===== config.mk =====
export PLATFORM = sky130hd
export DESIGN_NAME = keypad_decimal_entry_flat
export DESIGN_NICKNAME = d
export VERILOG_FILES = /design/src/rtl/kde_pkg.sv /design/src/rtl/kde_if.sv /design/src/rtl/keypad_decimal_entry.sv /design/src/rtl/kde_apb_regs.sv /design/src/rtl/kde_input_stage.sv /design/src/rtl/kde_entry_core.sv /design/src/flat_wrapper.sv
export SDC_FILE = /design/constraint.sdc
export NUM_CORES = 1
export LEC_CHECK = 0
export ABC_CLOCK_PERIOD_IN_PS = 18380
export BUFFER_PORTS_ARGS = -buffer_cell sky130_fd_sc_hd__buf_2
export CAP_MARGIN = 20
export CORE_MARGIN = 1.5
export CORE_UTILIZATION = 61
export DETAILED_ROUTE_END_ITERATION = 7
export PLACE_DENSITY = 0.95
export SLEW_MARGIN = 20
export SYNTH_ARGS = -nofsm -noshare
export SYNTH_HDL_FRONTEND = slang
export SYNTH_HIERARCHICAL = 1
export SYNTH_SLANG_ARGS = --single-unit

===== constraint.sdc =====
create_clock -name clk -period 18.38 [get_ports clk]
set_clock_uncertainty 0.15 [all_clocks]
set_input_delay 2.757 -clock clk [delete_from_list [all_inputs] [get_ports clk]]
set_output_delay 2.757 -clock clk [all_outputs]
set_load 0.02 [all_outputs]

===== src/rtl/kde_pkg.sv =====
// ----------------------------------------------------------------------------
// kde_pkg
// Shared types, constants and the keypad lookup for the keypad decimal entry.
// ----------------------------------------------------------------------------
package kde_pkg;

	typedef logic [3:0] key_code_t;

	localparam key_code_t KEY_STAR = 4'd10;
	localparam key_code_t KEY_HASH = 4'd11;
	localparam key_code_t KEY_NONE = 4'd15; // column three, no key fitted
	localparam key_code_t KEY_DIGIT_MAX = 4'd9;

	localparam logic [7:0] ASCII_ZERO = 8'd48;
	localparam logic [7:0] SCALE_BASE_RST = 8'd44;
	localparam logic [7:0] OFFSET_BASE_RST = 8'd52;

	localparam logic TARGET_SCALE = 1'b0;
	localparam logic TARGET_OFFSET = 1'b1;

	// register index taken from paddr[2]
	localparam logic REG_SCALE_BASE = 1'b0;
	localparam logic REG_OFFSET_BASE = 1'b1;

	localparam logic [1:0] LAST_DIGIT = 2'd3;
	localparam logic [13:0] VALUE_MAX = 14'd9999;

	typedef struct packed {
		logic       valid;
		logic [1:0] key_column;
		logic [1:0] key_row;
	} key_item_t;

	typedef struct packed {
		logic [13:0] scale_value;
		logic [13:0] offset_value;
		logic        editing_offset;
		logic        echo_valid;
		logic [7:0]  echo_char;
		logic [7:0]  echo_position;
		logic        clear_display;
		logic [7:0]  clear_base;
		logic [1:0]  digits_pending;
	} result_t;

	// 3x4 keypad: columns 1 4 7 *, 2 5 8 0, 3 6 9 #, top row first
	function automatic key_code_t key_lookup(logic [1:0] col, logic [1:0] row);
		key_code_t k;
		unique case ({col, row})
			4'b00_00: k = 4'd1;
			4'b00_01: k = 4'd4;
			4'b00_10: k = 4'd7;
			4'b00_11: k = KEY_STAR;
			4'b01_00: k = 4'd2;
			4'b01_01: k = 4'd5;
			4'b01_10: k = 4'd8;
			4'b01_11: k = 4'd0;
			4'b10_00: k = 4'd3;
			4'b10_01: k = 4'd6;
			4'b10_10: k = 4'd9;
			4'b10_11: k = KEY_HASH;
			default:  k = KEY_NONE;
		endcase
		return k;
	endfunction

endpackage


===== src/rtl/kde_if.sv =====
// ----------------------------------------------------------------------------
// kde_key_if / kde_result_if
// Valid/ready channels for key presses and entry results.
// ----------------------------------------------------------------------------
interface kde_key_if;
	logic       valid;
	logic       ready;
	logic [1:0] key_column;
	logic [1:0] key_row;

	modport source (output valid, output key_column, output key_row, input ready);
	modport sink (input valid, input key_column, input key_row, output ready);
endinterface

interface kde_result_if;
	logic        valid;
	logic        ready;
	logic [13:0] scale_value;
	logic [13:0] offset_value;
	logic        editing_offset;
	logic        echo_valid;
	logic [7:0]  echo_char;
	logic [7:0]  echo_position;
	logic        clear_display;
	logic [7:0]  clear_base;
	logic [1:0]  digits_pending;

	modport source (
		output valid, output scale_value, output offset_value, output editing_offset,
		output echo_valid, output echo_char, output echo_position,
		output clear_display, output clear_base, output digits_pending,
		input ready
	);
	modport sink (
		input valid, input scale_value, input offset_value, input editing_offset,
		input echo_valid, input echo_char, input echo_position,
		input clear_display, input clear_base, input digits_pending,
		output ready
	);
endinterface


===== src/rtl/keypad_decimal_entry.sv =====
// ----------------------------------------------------------------------------
// keypad_decimal_entry
// Decimal entry of scale and offset values from a decoded 3x4 keypad.
// ----------------------------------------------------------------------------
//  channel   dir  handshake          payload
//  key       in   valid/ready        key_column, key_row
//  result    out  valid/ready        values, target, echo, clear, pending
//  apb       in   psel/penable/...   paddr[2] selects scale or offset base
//
//  One request per cycle sustained while results are taken; a key passes the
//  input register, then the entry logic into the result register, before its
//  result is valid.
//  Reset: scale selected, both counts and stores zero, bases 44 and 52.
//  A stalled result holds; the input register still takes one request, then
//  key.ready drops until the result is taken.
// ----------------------------------------------------------------------------
module keypad_decimal_entry (
	input  logic        clk,
	input  logic        arst_n,
	kde_key_if.sink     key,
	kde_result_if.source result,
	input  logic        psel,
	input  logic        penable,
	input  logic        pwrite,
	input  logic [2:0]  paddr,
	input  logic [31:0] pwdata,
	output logic [31:0] prdata,
	output logic        pready
);

	// display base cells from the register file
	logic [7:0] scale_base;
	logic [7:0] offset_base;

	// registered key press and the core's take strobe
	kde_pkg::key_item_t item;
	logic               take;

	kde_apb_regs u_regs (
		.clk         (clk),
		.arst_n      (arst_n),
		.psel        (psel),
		.penable     (penable),
		.pwrite      (pwrite),
		.paddr       (paddr),
		.pwdata      (pwdata),
		.prdata      (prdata),
		.pready      (pready),
		.scale_base  (scale_base),
		.offset_base (offset_base)
	);

	kde_input_stage u_input (
		.clk    (clk),
		.arst_n (arst_n),
		.key    (key),
		.take   (take),
		.item   (item)
	);

	// key lookup, digit buffering, commit and result register
	kde_entry_core u_core (
		.clk         (clk),
		.arst_n      (arst_n),
		.item        (item),
		.take        (take),
		.scale_base  (scale_base),
		.offset_base (offset_base),
		.result      (result)
	);

endmodule


===== src/rtl/kde_apb_regs.sv =====
// ----------------------------------------------------------------------------
// kde_apb_regs
// APB register file holding the two display base cells.
// ----------------------------------------------------------------------------
module kde_apb_regs (
	input  logic        clk,
	input  logic        arst_n,
	input  logic        psel,
	input  logic        penable,
	input  logic        pwrite,
	input  logic [2:0]  paddr,
	input  logic [31:0] pwdata,
	output logic [31:0] prdata,
	output logic        pready,
	output logic [7:0]  scale_base,
	output logic [7:0]  offset_base
);

	logic [7:0] scale_base_q;
	logic [7:0] offset_base_q;
	logic       wr_en;

	assign pready = 1'b1;
	assign wr_en = psel & penable & pwrite;

	always_ff @(posedge clk or negedge arst_n) begin
		if (!arst_n) begin
			scale_base_q <= kde_pkg::SCALE_BASE_RST;
			offset_base_q <= kde_pkg::OFFSET_BASE_RST;
		end else if (wr_en) begin
			unique case (paddr[2])
				kde_pkg::REG_SCALE_BASE:  scale_base_q <= pwdata[7:0];
				kde_pkg::REG_OFFSET_BASE: offset_base_q <= pwdata[7:0];
				default:                  scale_base_q <= scale_base_q;
			endcase
		end
	end

	always_comb begin
		unique case (paddr[2])
			kde_pkg::REG_SCALE_BASE:  prdata = {24'd0, scale_base_q};
			kde_pkg::REG_OFFSET_BASE: prdata = {24'd0, offset_base_q};
			default:                  prdata = 32'd0;
		endcase
	end

	assign scale_base = scale_base_q;
	assign offset_base = offset_base_q;

endmodule


===== src/rtl/kde_input_stage.sv =====
// ----------------------------------------------------------------------------
// kde_input_stage
// Input register for key presses; refills whenever the core takes the item.
// ----------------------------------------------------------------------------
module kde_input_stage (
	input  logic                clk,
	input  logic                arst_n,
	kde_key_if.sink             key,
	input  logic                take,
	output kde_pkg::key_item_t  item
);

	logic       valid_s1;
	logic [1:0] column_s1;
	logic [1:0] row_s1;
	logic       load;

	assign key.ready = !valid_s1 || take;
	assign load = key.valid && key.ready;

	always_ff @(posedge clk or negedge arst_n) begin
		if (!arst_n) begin
			valid_s1 <= 1'b0;
		end else if (key.ready) begin
			valid_s1 <= key.valid;
		end
	end

	always_ff @(posedge clk) begin
		if (load) begin
			column_s1 <= key.key_column;
			row_s1 <= key.key_row;
		end
	end

	assign item.valid = valid_s1;
	assign item.key_column = column_s1;
	assign item.key_row = row_s1;

endmodule


===== src/rtl/kde_entry_core.sv =====
// ----------------------------------------------------------------------------
// kde_entry_core
// Entry state, digit buffers and result register; one request per cycle while the result is taken.
// ----------------------------------------------------------------------------
module kde_entry_core (
	input  logic               clk,
	input  logic               arst_n,
	input  kde_pkg::key_item_t item,
	output logic               take,
	input  logic [7:0]         scale_base,
	input  logic [7:0]         offset_base,
	kde_result_if.source       result
);

	logic        target_q;
	logic [1:0]  scale_cnt_q;
	logic [1:0]  offset_cnt_q;
	logic [13:0] scale_q;
	logic [13:0] offset_q;
	logic [3:0]  scale_dig_q [3];
	logic [3:0]  offset_dig_q [3];
	logic        res_valid_q;
	kde_pkg::result_t res_q;

	kde_pkg::key_code_t key;
	logic        is_star;
	logic        is_hash;
	logic        is_digit;
	logic        commit;
	logic        next_target;
	logic [1:0]  cnt;
	logic [1:0]  cnt_next;
	logic [7:0]  base;
	logic [3:0]  d0;
	logic [3:0]  d1;
	logic [3:0]  d2;
	logic [13:0] value;
	logic        commit_scale;
	logic        commit_offset;
	kde_pkg::result_t res_d;

	assign take = item.valid && (!res_valid_q || result.ready);

	always_comb begin
		key = kde_pkg::key_lookup(item.key_column, item.key_row);
		is_star = (key == kde_pkg::KEY_STAR);
		is_hash = (key == kde_pkg::KEY_HASH);
		is_digit = (key <= kde_pkg::KEY_DIGIT_MAX);
		cnt = target_q ? offset_cnt_q : scale_cnt_q;
		base = target_q ? offset_base : scale_base;
		d0 = target_q ? offset_dig_q[0] : scale_dig_q[0];
		d1 = target_q ? offset_dig_q[1] : scale_dig_q[1];
		d2 = target_q ? offset_dig_q[2] : scale_dig_q[2];
		commit = is_digit && (cnt == kde_pkg::LAST_DIGIT);
		cnt_next = commit ? 2'd0 : cnt + 2'd1;
		value = 14'(d0) * 14'd1000 + 14'(d1) * 14'd100 + 14'(d2) * 14'd10 + 14'(key);
		commit_scale = commit && (target_q == kde_pkg::TARGET_SCALE);
		commit_offset = commit && (target_q == kde_pkg::TARGET_OFFSET);

		priority if (is_star) begin
			next_target = kde_pkg::TARGET_SCALE;
		end else if (is_hash) begin
			next_target = kde_pkg::TARGET_OFFSET;
		end else begin
			next_target = target_q;
		end

		res_d.scale_value = commit_scale ? value : scale_q;
		res_d.offset_value = commit_offset ? value : offset_q;
		res_d.editing_offset = next_target;
		res_d.echo_valid = is_digit;
		res_d.echo_char = is_digit ? kde_pkg::ASCII_ZERO + 8'(key) : 8'd0;
		res_d.echo_position = is_digit ? base + 8'(cnt) : 8'd0;
		res_d.clear_display = commit;
		res_d.clear_base = commit ? base : 8'd0;
		if (is_digit) begin
			res_d.digits_pending = cnt_next;
		end else begin
			res_d.digits_pending = next_target ? offset_cnt_q : scale_cnt_q;
		end
	end

	always_ff @(posedge clk or negedge arst_n) begin
		if (!arst_n) begin
			target_q <= kde_pkg::TARGET_SCALE;
			scale_cnt_q <= 2'd0;
			offset_cnt_q <= 2'd0;
			scale_q <= 14'd0;
			offset_q <= 14'd0;
			res_valid_q <= 1'b0;
		end else begin
			if (take) begin
				target_q <= next_target;
				if (is_digit && target_q == kde_pkg::TARGET_SCALE) begin
					scale_cnt_q <= cnt_next;
				end
				if (is_digit && target_q == kde_pkg::TARGET_OFFSET) begin
					offset_cnt_q <= cnt_next;
				end
				if (commit_scale) begin
					scale_q <= value;
				end
				if (commit_offset) begin
					offset_q <= value;
				end
			end
			if (take) begin
				res_valid_q <= 1'b1;
			end else if (result.ready) begin
				res_valid_q <= 1'b0;
			end
		end
	end

	// digit buffers and result payload: no reset
	always_ff @(posedge clk) begin
		if (take) begin
			res_q <= res_d;
			if (is_digit && !commit && target_q == kde_pkg::TARGET_SCALE) begin
				scale_dig_q[cnt] <= key;
			end
			if (is_digit && !commit && target_q == kde_pkg::TARGET_OFFSET) begin
				offset_dig_q[cnt] <= key;
			end
		end
	end

	assign result.valid = res_valid_q;
	assign result.scale_value = res_q.scale_value;
	assign result.offset_value = res_q.offset_value;
	assign result.editing_offset = res_q.editing_offset;
	assign result.echo_valid = res_q.echo_valid;
	assign result.echo_char = res_q.echo_char;
	assign result.echo_position = res_q.echo_position;
	assign result.clear_display = res_q.clear_display;
	assign result.clear_base = res_q.clear_base;
	assign result.digits_pending = res_q.digits_pending;

`ifndef SYNTHESIS
	a_clear_has_echo: assert property (@(posedge clk) disable iff (!arst_n)
		res_valid_q && res_q.clear_display |-> res_q.echo_valid)
		else $error("clear without echo");

	a_clear_empties: assert property (@(posedge clk) disable iff (!arst_n)
		res_valid_q && res_q.clear_display |-> res_q.digits_pending == 2'd0)
		else $error("digits left after commit");

	a_commit_resets_cnt: assert property (@(posedge clk) disable iff (!arst_n)
		take && commit_scale |=> scale_cnt_q == 2'd0)
		else $error("scale count not cleared on commit");

	a_values_in_range: assert property (@(posedge clk) disable iff (!arst_n)
		scale_q <= kde_pkg::VALUE_MAX && offset_q <= kde_pkg::VALUE_MAX)
		else $error("committed value above 9999");
`endif

endmodule

===== src/flat_wrapper.sv =====
// flat-port wrapper written by rule: the top's interface ports become plain ports
module keypad_decimal_entry_flat 
  (clk, arst_n, psel, penable, pwrite, paddr, pwdata, prdata, pready, key_valid, key_key_column, key_key_row, key_ready, result_valid, result_scale_value, result_offset_value, result_editing_offset, result_echo_valid, result_echo_char, result_echo_position, result_clear_display, result_clear_base, result_digits_pending, result_ready);
  kde_key_if key_i ();
  kde_result_if result_i ();
  input  logic clk;
  input  logic arst_n;
  input  logic psel;
  input  logic penable;
  input  logic pwrite;
  input  logic [2:0] paddr;
  input  logic [31:0] pwdata;
  output logic [31:0] prdata;
  output logic pready;
  input wire logic [$bits(key_i.valid)-1:0] key_valid;
  input wire logic [$bits(key_i.key_column)-1:0] key_key_column;
  input wire logic [$bits(key_i.key_row)-1:0] key_key_row;
  output wire logic [$bits(key_i.ready)-1:0] key_ready;
  output wire logic [$bits(result_i.valid)-1:0] result_valid;
  output wire logic [$bits(result_i.scale_value)-1:0] result_scale_value;
  output wire logic [$bits(result_i.offset_value)-1:0] result_offset_value;
  output wire logic [$bits(result_i.editing_offset)-1:0] result_editing_offset;
  output wire logic [$bits(result_i.echo_valid)-1:0] result_echo_valid;
  output wire logic [$bits(result_i.echo_char)-1:0] result_echo_char;
  output wire logic [$bits(result_i.echo_position)-1:0] result_echo_position;
  output wire logic [$bits(result_i.clear_display)-1:0] result_clear_display;
  output wire logic [$bits(result_i.clear_base)-1:0] result_clear_base;
  output wire logic [$bits(result_i.digits_pending)-1:0] result_digits_pending;
  input wire logic [$bits(result_i.ready)-1:0] result_ready;
  assign key_i.valid = key_valid;
  assign key_i.key_column = key_key_column;
  assign key_i.key_row = key_key_row;
  assign key_ready = key_i.ready;
  assign result_valid = result_i.valid;
  assign result_scale_value = result_i.scale_value;
  assign result_offset_value = result_i.offset_value;
  assign result_editing_offset = result_i.editing_offset;
  assign result_echo_valid = result_i.echo_valid;
  assign result_echo_char = result_i.echo_char;
  assign result_echo_position = result_i.echo_position;
  assign result_clear_display = result_i.clear_display;
  assign result_clear_base = result_i.clear_base;
  assign result_digits_pending = result_i.digits_pending;
  assign result_i.ready = result_ready;
  keypad_decimal_entry u_core (.clk(clk), .arst_n(arst_n), .key(key_i), .result(result_i), .psel(psel), .penable(penable), .pwrite(pwrite), .paddr(paddr), .pwdata(pwdata), .prdata(prdata), .pready(pready));
endmodule

Yosys cells after proc, flatten, opt, wreduce, memory -nomap -nowiden

Memory sizes are Yosys's and may differ from the RTL's. A register that Yosys moved wholly into a read port is not among the register bits.
Cells that the tools add are included.

Logic and storage cells: 82
Bits in read-only memories: 64
Output and inout bits: 92
RAM bits: 24
Memories: 3
Input port bits: 46
Register bits after elaboration: 112

Order comparisons: 1
Add/sub/neg operators: 6
Reduce and logical (&&, ||, !) cells: 20
$mul: 3
Bitwise gates (word level): 4
Muxes and demuxes: 22
Equality and inequality tests: 3

Memory list:

| memory                     | words | width | read ports | clocked after Yosys merged registers in | write ports | RTL line             | source |
|---|---|---|---|---|---|---|---|
| (name not given)           | 16    | 4     | 1          | 1                                       | 0           | kde_pkg.sv:49        | `unique case ({col, row})` |
| u_core.u_core.offset_dig_q | 3     | 4     | 3          | 0                                       | 1           | kde_entry_core.sv:21 | `logic [3:0] offset_dig_q [3];` |
| u_core.u_core.scale_dig_q  | 3     | 4     | 3          | 0                                       | 1           | kde_entry_core.sv:20 | `logic [3:0] scale_dig_q [3];` |

Operator list:

| cell                                                                 | number |
|---|---|
| 32-bit case mux with 2 select lines                                  | 1 |
| 14-bit 2-to-1 mux                                                    | 2 |
| 4-bit 2-to-1 mux                                                     | 4 |
| 14-bit by 11-bit adder with 14-bit output                            | 1 |
| 14-bit by 4-bit adder with 14-bit output                             | 1 |
| 14-bit by 8-bit adder with 14-bit output                             | 1 |
| 4-bit by 7-bit multiplier with 11-bit output (second input constant) | 1 |
| 1-bit logical AND                                                    | 10 |
| 1-bit 2-to-1 mux                                                     | 10 |
| 4-bit by 5-bit multiplier with 9-bit output (second input constant)  | 1 |
| 8-bit by 2-bit adder with 8-bit output                               | 1 |
| 4-bit == test (second input constant)                                | 2 |
| 2-bit 2-to-1 mux                                                     | 4 |
| 8-bit 2-to-1 mux                                                     | 1 |
| 2-bit AND reduction                                                  | 4 |
| 6-bit by 4-bit adder with 7-bit output (first input constant)        | 1 |
| 4-bit by 3-bit multiplier with 7-bit output (second input constant)  | 1 |
| 4-bit less-or-equal comparator (second input constant)               | 1 |
| 1-bit zero test                                                      | 3 |
| 2-bit by 1-bit adder with 2-bit output (second input constant)       | 1 |
| 1-bit AND                                                            | 2 |
| 2-bit == test (second input constant)                                | 1 |
| 1-bit logical OR                                                     | 2 |
| 1-bit inverter                                                       | 2 |
| 2-bit nonzero test                                                   | 1 |

Longest topological paths before layout

Gate-level depths: netlist of the first run.

Word-level depth: 9
Depth in mapped cells: 23
Mapped depth without buffers: 20

Cells and area by module

The synthesis of the first run kept the hierarchy.

By module, submodules not included:

| module          | times used | cells an instance | area an instance (um^2) | sequential area each (um^2) |
|---|---|---|---|---|
| kde_entry_core  | 1          | 514               | 6625.1                  | 3193.1 |
| kde_apb_regs    | 1          | 70                | 929.6                   | 407.9 |
| kde_input_stage | 1          | 9                 | 181.4                   | 145.1 |

Worst setup path after synthesis of the first run

Ideal clock, no wire load.

Path type: input -> output
Start point: input result_ready
End point: output key_ready
Path buffers: 0
Cell stages on the path: 4
Path slack: 10.867 ns
Data arrival time: 4.606 ns
Required time: 15.473 ns
Cell sequence: nand2b_1 nand2_1 inv_1 nand2b_4

Word-level cells in the longest chain between the ends: 3

RTL lines:

| element               | RTL line                   | source |
|---|---|---|
| start, declared       | flat_wrapper.sv:29         | `input wire logic [$bits(result_i.ready)-1:0] result_ready;` |
| 1-bit logical OR      | kde_entry_core.sv:42       | `assign take = item.valid && (!res_valid_q \|\| result.ready);` |
| 1-bit logical AND     | kde_entry_core.sv:42       |  |
| named net u_core.take | keypad_decimal_entry.sv:37 | `logic take;` |
| 1-bit logical OR      | kde_input_stage.sv:18      | `assign key.ready = !valid_s1 \|\| take;` |
| end, declared         | flat_wrapper.sv:18         | `output wire logic [$bits(key_i.ready)-1:0] key_ready;` |

The timed path passes the listed nets, and every way through them passes these cells.

Worst setup path in the final report of the first run

Same ends and word-level chain as after synthesis.

==> results.py, run 1 <==
metrics = {
    "placed_design": {
        "postPlaceCellArea_mm2": 0.00817,
        "io_buffers": 84,
        "place_hpwl_um": 10500,
        "gp_congestion": 0.844,
        "post-place-ws_ns": 10.74,
    },
    "synth": {
        "synth_top_area_share_pct": 31.8,
        "synth_area_leader_cell": "edfxtp_1",
        "synth_warnings": 6,
        "synth.distinct_cells": 57,
        "synth_cells": 593,
        "synth_seq_area_share_pct": 48.4,
        "synth_edf_count": 82,
        "synth_ff_type": "edfxtp_1",
        "synth_area_leaders": "edfxtp_1, dfrtp_1, mux2_2, ha_1, fa_1",
        "syn_area_per_cell_um2": 13.0,
        "synthArstFlopShare_pct": 38.3,
        "synth.cell_area_mm2": 0.00774,
        "ys_ff_latch": 133,
    },
    "routing": {
        "drcViolationCount": 0,
        "drtAntennaViolNets": 0,
        "routedWlPerCell_um": 18.8,
        "via_count": 4886,
        "firstDrtPassIters": 5,
        "drt_wl_total_um": 16200,
        "vias_per_cell": 5.66,
        "drt-initial-drc-count": 291,
    },
    "worst_setup_path": {
        "cpPeakStageDelay_ns": 0.87,
        "critical-path-top-delay-family": "buffers and inverters",
        "cp-end-kind": "primary output",
        "worst_ep_required_time_ns": 15.47,
        "path_cells": "buf_2, nand2b_1, nand2_1, clkinv_2, nand2b_4, buf_2",
        "cp_max_fo": 56,
        "slowest_stage": "clkinv_2",
        "cp.arrival_ns": 4.88,
        "crit_top_cell": "buf_2",
        "startpoint_type": "primary input",
        "worstSetupPathType": "in -> out",
        "cp_num_buf_inv": 3,
    },
    "clock_network": {
        "root_buffer": "clkbuf_16",
        "clkSlewWorstSetupHoldPaths_ns": 0.06,
        "insertion_delay_ns": 0.43,
        "post_cts_buffers": 0,
        "postCtsHoldBufs": 0,
        "clock_path_buffers": 2,
        "cts.sinks": 133,
        "cts_tree": "done",
        "cts_resized": 0,
        "h-tree-depth": 4,
        "numCtsBuffers": 17,
    },
    "global_routing": {
        "antenna_found_initial": 0,
        "grt_pass1_wl_um": 25200,
        "overflow": 0,
        "grt_pass1_vias": 5082,
        "grt_start_max_net_pins": 57,
        "grt_usage_pct": 25.3,
    },
    "timing": {
        "setup_viol": 0,
        "fin_crit_ns": 7.79,
        "hold_violations": 0,
        "rsz0062_at_grt": "false",
        "worst_slack_ns": 10.59,
        "slew_viol_final": 0,
        "relSlewSlack_pct": 28.4,
        "setup_tns_ns": 0,
        "finalCritPeriodShare_pct": 42.4,
        "tightestPinTransition_ns": 1.07,
        "max_freq_ghz": 0.128,
    },
    "finish": {
        "design_area_mm2": 0.00876,
        "diodes": 0,
        "drive_above_1_share_pct": 31.3,
        "syn2layout_area_growth_pct": 13.2,
        "nNetsFinal": 809,
    },
    "floorplanning": {
        "coreArea_mm2": 0.0122,
        "die_x_um": 116,
        "rows": 40,
        "ios": 138,
        "start_util_pct": 63.4,
        "die_area_mm2": 0.0134,
        "die_h_um": 116,
    },
    "flow_run": {
        "max_cap_violations": 0,
    },
    "outcome": {
        "outcome": "completed",
    },
    "min_path": {
        "hp-class": "reg -> reg",
    },
}
-- cells in the final DEF (no fill, tap or decap), types with 15 or more instances in the layout --
| cell type | instances |
|---|---|
| ha_1 | 62 |
| a21oi_1 | 25 |
| mux2_2 | 73 |
| mux2i_1 | 20 |
| buf_2 | 84 |
| fa_1 | 18 |
| nor2_1 | 31 |
| conb_1 | 27 |
| dfrtp_1 | 45 |
| xnor2_1 | 15 |
| inv_1 | 58 |
| clkbuf_16 | 17 |
| edfxtp_1 | 82 |
-- routing by layer --
layer | up-vias | track usage [%] | routed length, um
met3 | 47 | 6.33 | 963
met2 | 211 | 47.1 | 8700
met5 | - | 0 | 0
met1 | 2423 | 27.1 | 6030
met4 | 0 | 11.2 | 517
li1 | 2205 | - | -
-- worst paths after layout --
check,from,endpoint,slack (ns),cells after the start
max in group asynchronous,arst_n,u_core/u_regs/offset_base[1],15.31,2
worst max register to register,u_core/u_core/target_q,u_core/u_core/result.scale_value[13],12.55,16
worst max-delay path,result_ready,key_ready,10.59,6
worst min-delay path,u_core/u_core/offset_q[3],u_core/u_core/offset_q[3],0.36,1
worst min register to register,u_core/u_core/offset_q[3],u_core/u_core/offset_q[3],0.36,1
min in group asynchronous,arst_n,u_core/u_core/offset_q[12],2.28,2
-- logic make-up (layout without fill, tap and decap cells) --
kind of cell / Yosys count / after routing / share of synthesized area (%)
AO/OA/AOI/OAI: 62 / 62 / 5.48
XOR/XNOR: 24 / 24 / 2.72
adder cells (fa/ha/maj): 80 / 80 / 14.7
buffers and inverters: 100 / 179 / 6.97
flip-flops: 133 / 133 / 48.4
multiplexers: 101 / 101 / 14.7
other: 3 / 27 / 0.146
AND/OR/NAND/NOR: 90 / 90 / 6.86
-- synthesized netlist by cell type, types with 7 or more instances --
cell type and n:
buf_6 7, mux2_4 7, o21ai_0 13, fa_1 18
buf_4 29, dfrtp_1 45, xor2_1 9, edfxtp_1 82
xnor2_1 15, mux2_2 73, ha_1 62, mux2i_1 20
a21oi_1 25, nand2_1 12, nor2_1 31, inv_1 59
and2_1 10
-- worst register-to-register path, cell delays in order, from the launching register on --
cell,delay [ns]
dfrtp_1,0.48
mux2i_1,0.50
fa_1,0.57
inv_1,0.15
fa_1,0.44
ha_1,0.37
a21oi_1,0.20
nor2_1,0.07
a311o_1,0.35
xor2_1,0.16
ha_1,0.32
ha_1,0.39
a21oi_1,0.30
a31oi_1,0.14
o311ai_0,0.39
xnor2_1,0.26
mux2_2,0.34
-- sequential cells by signal, indices dropped and copies added, names as in the netlist, 12 cells and up --
signal / count
u_core/u_core/offset_q: 14
u_core/u_core/result.offset_value: 14
u_core/u_core/result.scale_value: 14
u_core/u_core/scale_q: 14
u_core/u_core/offset_dig_q: 12
u_core/u_core/scale_dig_q: 12
-- area by class of cell --
type	count	area, um2
fill	775	3450
multi-input combinational	384	3540
clock inverter	14	151
inverter	59	223
tap	168	210
timing repair buffer	88	450
clock buffer	18	439
sequential	133	3750
-- metrics by stage --
stage,std cells,hold WS (ns),util [%]
after CTS,864,0.357,71.7
after global placement,832,0.319,66.9
after global routing,864,0.368,71.7
after floorplan,617,0.308,-
final,864,0.356,71.7
after detailed placement,832,0.342,66.9
Power of run 1 is left out: the tool's default activity adds up to more than one toggle a clock period on the data nets, which glitch-free logic cannot reach.
==> run 2: changes to the inputs <==
--- a/config.mk
+++ b/config.mk
@@ -5,13 +5,13 @@
 export SDC_FILE = /design/constraint.sdc
 export NUM_CORES = 1
 export LEC_CHECK = 0
-export ABC_CLOCK_PERIOD_IN_PS = 18380
+export ABC_CLOCK_PERIOD_IN_PS = 7450
 export BUFFER_PORTS_ARGS = -buffer_cell sky130_fd_sc_hd__buf_2
 export CAP_MARGIN = 20
 export CORE_MARGIN = 1.5
-export CORE_UTILIZATION = 61
+export CORE_UTILIZATION = 57
 export DETAILED_ROUTE_END_ITERATION = 7
-export PLACE_DENSITY = 0.95
+export PLACE_DENSITY = 0.92
 export SLEW_MARGIN = 20
 export SYNTH_ARGS = -nofsm -noshare
 export SYNTH_HDL_FRONTEND = slang
==> constraint.sdc (replaced) <==
create_clock -name clk -period 7.45 [get_ports clk]
set_clock_uncertainty 0.15 [all_clocks]
set_input_delay 1.1175 -clock clk [delete_from_list [all_inputs] [get_ports clk]]
set_output_delay 1.1175 -clock clk [all_outputs]
set_load 0.02 [all_outputs]
==> run 2 against run 1 <==
Critical path depth rose by 13. Hold slack got worse by 0.0079 ns. Worst setup slack got worse by 9.4 ns. Sequential cell count did not move.
==> results.py, run 2 (same netlist as run 1, synthesis figures left out) <==
metrics = {
    "floorplanning": {
        "start_util_pct": 58.4,
        "coreArea_mm2": 0.0132,
        "die_x_um": 120,
        "die_h_um": 120,
        "die_area_mm2": 0.0143,
        "ios": 138,
        "rows": 42,
    },
    "worst_setup_path": {
        "worst_ep_required_time_ns": 7.47,
        "reg2reg_to": "u_core/u_core/result.offset_value[13]",
        "cp_num_buf_inv": 3,
        "worstSetupPathType": "reg -> reg",
        "path_cells": "buf_4, mux2i_1, inv_1, fa_1, inv_1, fa_1, nor2b_1, o21ai_0, nand2_1, xnor2_1, ha_1, ha_1, ha_1, nand3_1, and4b_1, mux2i_1, o311ai_0, xnor2_1, mux2_2",
        "cpPeakStageDelay_ns": 0.79,
        "r2r_cells": 19,
        "critical-path-top-delay-family": "adder cells",
        "startpoint_type": "flip-flop",
        "rrSetupSlack_ns": 1.23,
        "slowest_stage": "dfrtp_1",
        "crit_top_cell": "ha_1",
        "cp-end-kind": "flip-flop",
        "crit-reg2reg-launch": "u_core/u_core/target_q",
        "cp.arrival_ns": 6.24,
        "cp_max_fo": 27,
    },
    "clock_network": {
        "clock_path_buffers": 2,
        "cts.sinks": 133,
        "cts_resized": 0,
        "post_cts_buffers": 0,
        "insertion_delay_ns": 0.42,
        "numCtsBuffers": 17,
        "postCtsHoldBufs": 0,
        "h-tree-depth": 4,
        "root_buffer": "clkbuf_16",
        "cts_tree": "done",
        "clkSlewWorstSetupHoldPaths_ns": 0.06,
    },
    "routing": {
        "via_count": 4710,
        "vias_per_cell": 5.40,
        "drt_wl_total_um": 14700,
        "drt-initial-drc-count": 162,
        "drtAntennaViolNets": 0,
        "firstDrtPassIters": 4,
        "drcViolationCount": 0,
        "routedWlPerCell_um": 16.9,
    },
    "global_routing": {
        "grt_usage_pct": 21.5,
        "overflow": 0,
        "grt_pass1_vias": 4903,
        "antenna_found_initial": 0,
        "grt_pass1_wl_um": 23600,
        "grt_start_max_net_pins": 57,
    },
    "placed_design": {
        "place_hpwl_um": 10300,
        "gp_congestion": 0.862,
        "io_buffers": 84,
    },
    "timing": {
        "tightestPinTransition_ns": 1.11,
        "relSlewSlack_pct": 25.7,
        "fin_crit_ns": 6.22,
        "hold_violations": 0,
        "rsz0062_at_grt": "false",
        "setup_viol": 0,
        "max_freq_ghz": 0.161,
        "finalCritPeriodShare_pct": 83.5,
        "slew_viol_final": 0,
        "setup_tns_ns": 0,
    },
    "finish": {
        "layout_common_cells": "buf_2, edfxtp_1, mux2_2, ha_1, inv_1",
        "syn2layout_area_growth_pct": 13.0,
        "layout_commonest_cell": "buf_2",
        "diodes": 0,
        "drive_above_1_share_pct": 31.3,
        "nNetsFinal": 809,
    },
    "min_path": {
        "hold_path_depth": 1,
        "hold_start": "u_core/u_core/offset_q[3]",
        "hp-class": "reg -> reg",
        "whs_endpoint": "u_core/u_core/offset_q[3]",
    },
    "outcome": {
        "outcome": "completed",
    },
    "flow_run": {
        "max_cap_violations": 0,
    },
}
[run 2: stage by stage]
step / area [um2] / hold slack [ns] / utilization [%] / setup slack, ns / std cells
after floorplan: 7830 / 0.308 / - / 1.37 / 617
after global placement: 8180 / 0.319 / 61.8 / 1.41 / 840
after detailed placement: 8180 / 0.342 / 61.8 / 1.26 / 840
after CTS: 8740 / 0.355 / 66.0 / 1.24 / 872
after global routing: 8740 / 0.381 / 66.0 / 0.804 / 872
final: 8740 / 0.348 / 66.0 / 1.23 / 872
[run 2: layout make-up]
cell class              instances  area (um2)
repair buffers                 88         450
flip-flops and latches        133        3750
clock inverters                11         100
fillers                       960        4500
clock buffers                  21         460
multi-input cells             384        3540
inverters                      59         223
well taps                     176         220
[run 2: worst max-delay path by stage]
stage,start,end,slack [ns],cells past startpoint
after floorplan,u_core/u_core/target_q,u_core/u_core/result.scale_value[13],1.37,22
final,u_core/u_core/target_q,u_core/u_core/result.offset_value[13],1.23,19
after detailed placement,u_core/u_core/target_q,u_core/u_core/result.offset_value[13],1.26,16
after global placement,u_core/u_core/target_q,u_core/u_core/result.scale_value[13],1.41,16
after global routing,u_core/u_core/target_q,u_core/u_core/result.offset_value[13],0.80,16
after CTS,u_core/u_core/target_q,u_core/u_core/result.offset_value[13],1.24,16
[run 2: routing by layer]
| metal | track usage [%] | wire length, um |
|---|---|---|
| met5 | 0 | 0 |
| met4 | 6.25 | 168 |
| met3 | 6.08 | 851 |
| met2 | 39.4 | 7890 |
| met1 | 24.3 | 5810 |
Power of run 2 is left out for the same reason.
==> run 3: changes to the inputs <==
--- a/config.mk
+++ b/config.mk
@@ -5,7 +5,8 @@
 export SDC_FILE = /design/constraint.sdc
 export NUM_CORES = 1
 export LEC_CHECK = 0
-export ABC_CLOCK_PERIOD_IN_PS = 7450
+export ABC_AREA = 1
+export ABC_CLOCK_PERIOD_IN_PS = 6200
 export BUFFER_PORTS_ARGS = -buffer_cell sky130_fd_sc_hd__buf_2
 export CAP_MARGIN = 20
 export CORE_MARGIN = 1.5
==> constraint.sdc (replaced) <==
create_clock -name clk -period 6.2 [get_ports clk]
set_clock_uncertainty 0.15 [all_clocks]
set_input_delay 0.93 -clock clk [delete_from_list [all_inputs] [get_ports clk]]
set_output_delay 0.93 -clock clk [all_outputs]
set_load 0.02 [all_outputs]
==> run 3 against run 2 <==
Global-route usage grew 2.6 points. Highest routed layer unchanged. Critical endpoint is now u_core/u_core/result.offset_value[8]. Core utilization grew 0.95 points. First-iteration DRC count grew to 2.8 times the previous value. Fmax grew 8.6%. Non-clock buffer count grew 2.
==> results.py, run 3 <==
metrics = {
    "finish": {
        "drive_above_1_share_pct": 18.5,
        "layout_commonest_cell": "nand2_1",
        "syn2layout_area_growth_pct": 13.4,
        "nNetsFinal": 1053,
        "layout_common_cells": "nand2_1, inv_1, buf_2, edfxtp_1, ha_1",
        "diodes": 0,
    },
    "placed_design": {
        "io_buffers": 84,
        "place_hpwl_um": 11200,
        "gp_congestion": 0.911,
    },
    "synth": {
        "synth_area_leader_cell": "edfxtp_1",
        "synth_cells": 843,
        "synthArstFlopShare_pct": 38.3,
        "synth_seq_area_share_pct": 47.3,
        "synth_area_leaders": "edfxtp_1, dfrtp_1, nand2_1, ha_1, inv_1",
        "synth_edf_count": 82,
        "yosys-top-cells-count": "nand2_1, inv_1, edfxtp_1, ha_1",
        "syn_area_per_cell_um2": 9.39,
        "synth_top_area_share_pct": 31.1,
        "synth_warnings": 6,
        "ys_ff_latch": 133,
        "synth_ff_type": "edfxtp_1",
        "synth.cell_area_mm2": 0.00791,
        "synth_most_common_cell": "nand2_1",
        "synth.distinct_cells": 41,
    },
    "timing": {
        "relSlewSlack_pct": 32.1,
        "finalCritPeriodShare_pct": 92.4,
        "max_freq_ghz": 0.175,
        "tightestPinTransition_ns": 1.02,
        "slew_viol_final": 0,
        "rsz0062_at_grt": "false",
        "hold_violations": 0,
        "setup_viol": 0,
        "setup_tns_ns": 0,
        "fin_crit_ns": 5.73,
    },
    "floorplanning": {
        "die_x_um": 121,
        "die_h_um": 121,
        "ios": 138,
        "rows": 42,
        "die_area_mm2": 0.0146,
        "start_util_pct": 59.0,
        "coreArea_mm2": 0.0134,
    },
    "clock_network": {
        "cts_resized": 0,
        "cts.sinks": 133,
        "numCtsBuffers": 17,
        "h-tree-depth": 4,
        "postCtsHoldBufs": 0,
        "root_buffer": "clkbuf_16",
        "post_cts_buffers": 0,
        "clkSlewWorstSetupHoldPaths_ns": 0.06,
        "cts_tree": "done",
        "insertion_delay_ns": 0.43,
        "clock_path_buffers": 2,
    },
    "worst_setup_path": {
        "cp-end-kind": "flip-flop",
        "startpoint_type": "flip-flop",
        "worstSetupPathType": "reg -> reg",
        "worst_ep_required_time_ns": 6.23,
        "cp_max_fo": 22,
        "cp.arrival_ns": 5.76,
    },
    "routing": {
        "firstDrtPassIters": 6,
        "via_count": 5988,
        "drt-initial-drc-count": 447,
        "routedWlPerCell_um": 14.7,
        "drcViolationCount": 0,
        "vias_per_cell": 5.37,
        "drtAntennaViolNets": 0,
        "drt_wl_total_um": 16400,
    },
    "min_path": {
        "hp-class": "reg -> reg",
    },
    "global_routing": {
        "grt_pass1_wl_um": 27300,
        "grt_usage_pct": 24.1,
        "overflow": 0,
        "antenna_found_initial": 0,
        "grt_start_max_net_pins": 89,
        "grt_pass1_vias": 5954,
    },
    "flow_run": {
        "max_cap_violations": 0,
    },
    "outcome": {
        "outcome": "completed",
    },
}
[run 3: per-stage QoR]
stage                     worst slack [ns]  instances  util (%)  hold slack [ns]  cell area (um2)
final                                0.471       1116      67.0            0.322             8970
after global routing                0.0563       1116      67.0            0.344             8970
after CTS                            0.476       1116      67.0            0.323             8970
after detailed placement             0.527       1084      62.3            0.315             8350
after global placement               0.683       1084      62.3            0.309             8350
after floorplan                      0.704        867         -            0.298             8000
[run 3: cells by family (layout without fill, tap and decap cells)]
kind of cell | after synthesis | count (layout) | synth area share [%]
AO/OA/AOI/OAI | 83 | 83 | 6.77
XOR/XNOR | 17 | 17 | 1.88
adder cells (fa/ha/maj) | 80 | 80 | 14.4
buffers and inverters | 160 | 233 | 9.52
flip-flops | 133 | 133 | 47.3
multiplexers | 1 | 1 | 0.127
other | 3 | 27 | 0.142
AND/OR/NAND/NOR | 366 | 366 | 19.9
[run 3: path summary, 6_finish.rpt]
kind	startpoint	endpoint	slack [ns]	cells after the start
min	u_core/u_regs/scale_base[5]	u_core/u_regs/scale_base[5]	0.32	2
min reg2reg	u_core/u_regs/scale_base[5]	u_core/u_regs/scale_base[5]	0.32	2
max	u_core/u_core/target_q	u_core/u_core/result.offset_value[8]	0.47	18
min in group asynchronous	arst_n	u_core/u_regs/scale_base[6]	0.48	2
max reg2reg	u_core/u_core/target_q	u_core/u_core/result.offset_value[8]	0.47	18
max in group asynchronous	arst_n	u_core/u_core/scale_q[4]	4.98	2
[run 3: area by class of cell]
cell class	instances	area [um2]
clock inverters	12	174
inverters	111	417
multi-input cells	574	3500
well taps	176	220
clock buffers	20	447
repair buffers	90	465
flip-flops and latches	133	3750
fillers	954	4430
[run 3: per-layer routing]
layer	vias up	GRT usage, %	share of wire (%)
met5	-	0	0
met4	0	11.9	3.2
met3	56	6.08	7.3
met2	276	42.3	51
met1	2819	27.1	38
li1	2837	-	-
[run 3: worst max-delay path, stage by stage (launching register included)]
cell      delay (ns)
dfrtp_1         0.35
buf_4           0.21
inv_1           0.10
buf_4           0.22
or2_2           0.29
o21ai_0         0.22
inv_1           0.28
fa_1            0.63
inv_1           0.07
fa_1            0.53
inv_1           0.06
fa_1            0.47
ha_1            0.31
ha_1            0.37
a21oi_1         0.17
a21boi_0        0.38
xor2_1          0.34
nand2_1         0.15
o21a_1          0.15
Power of run 3 is left out for the same reason.
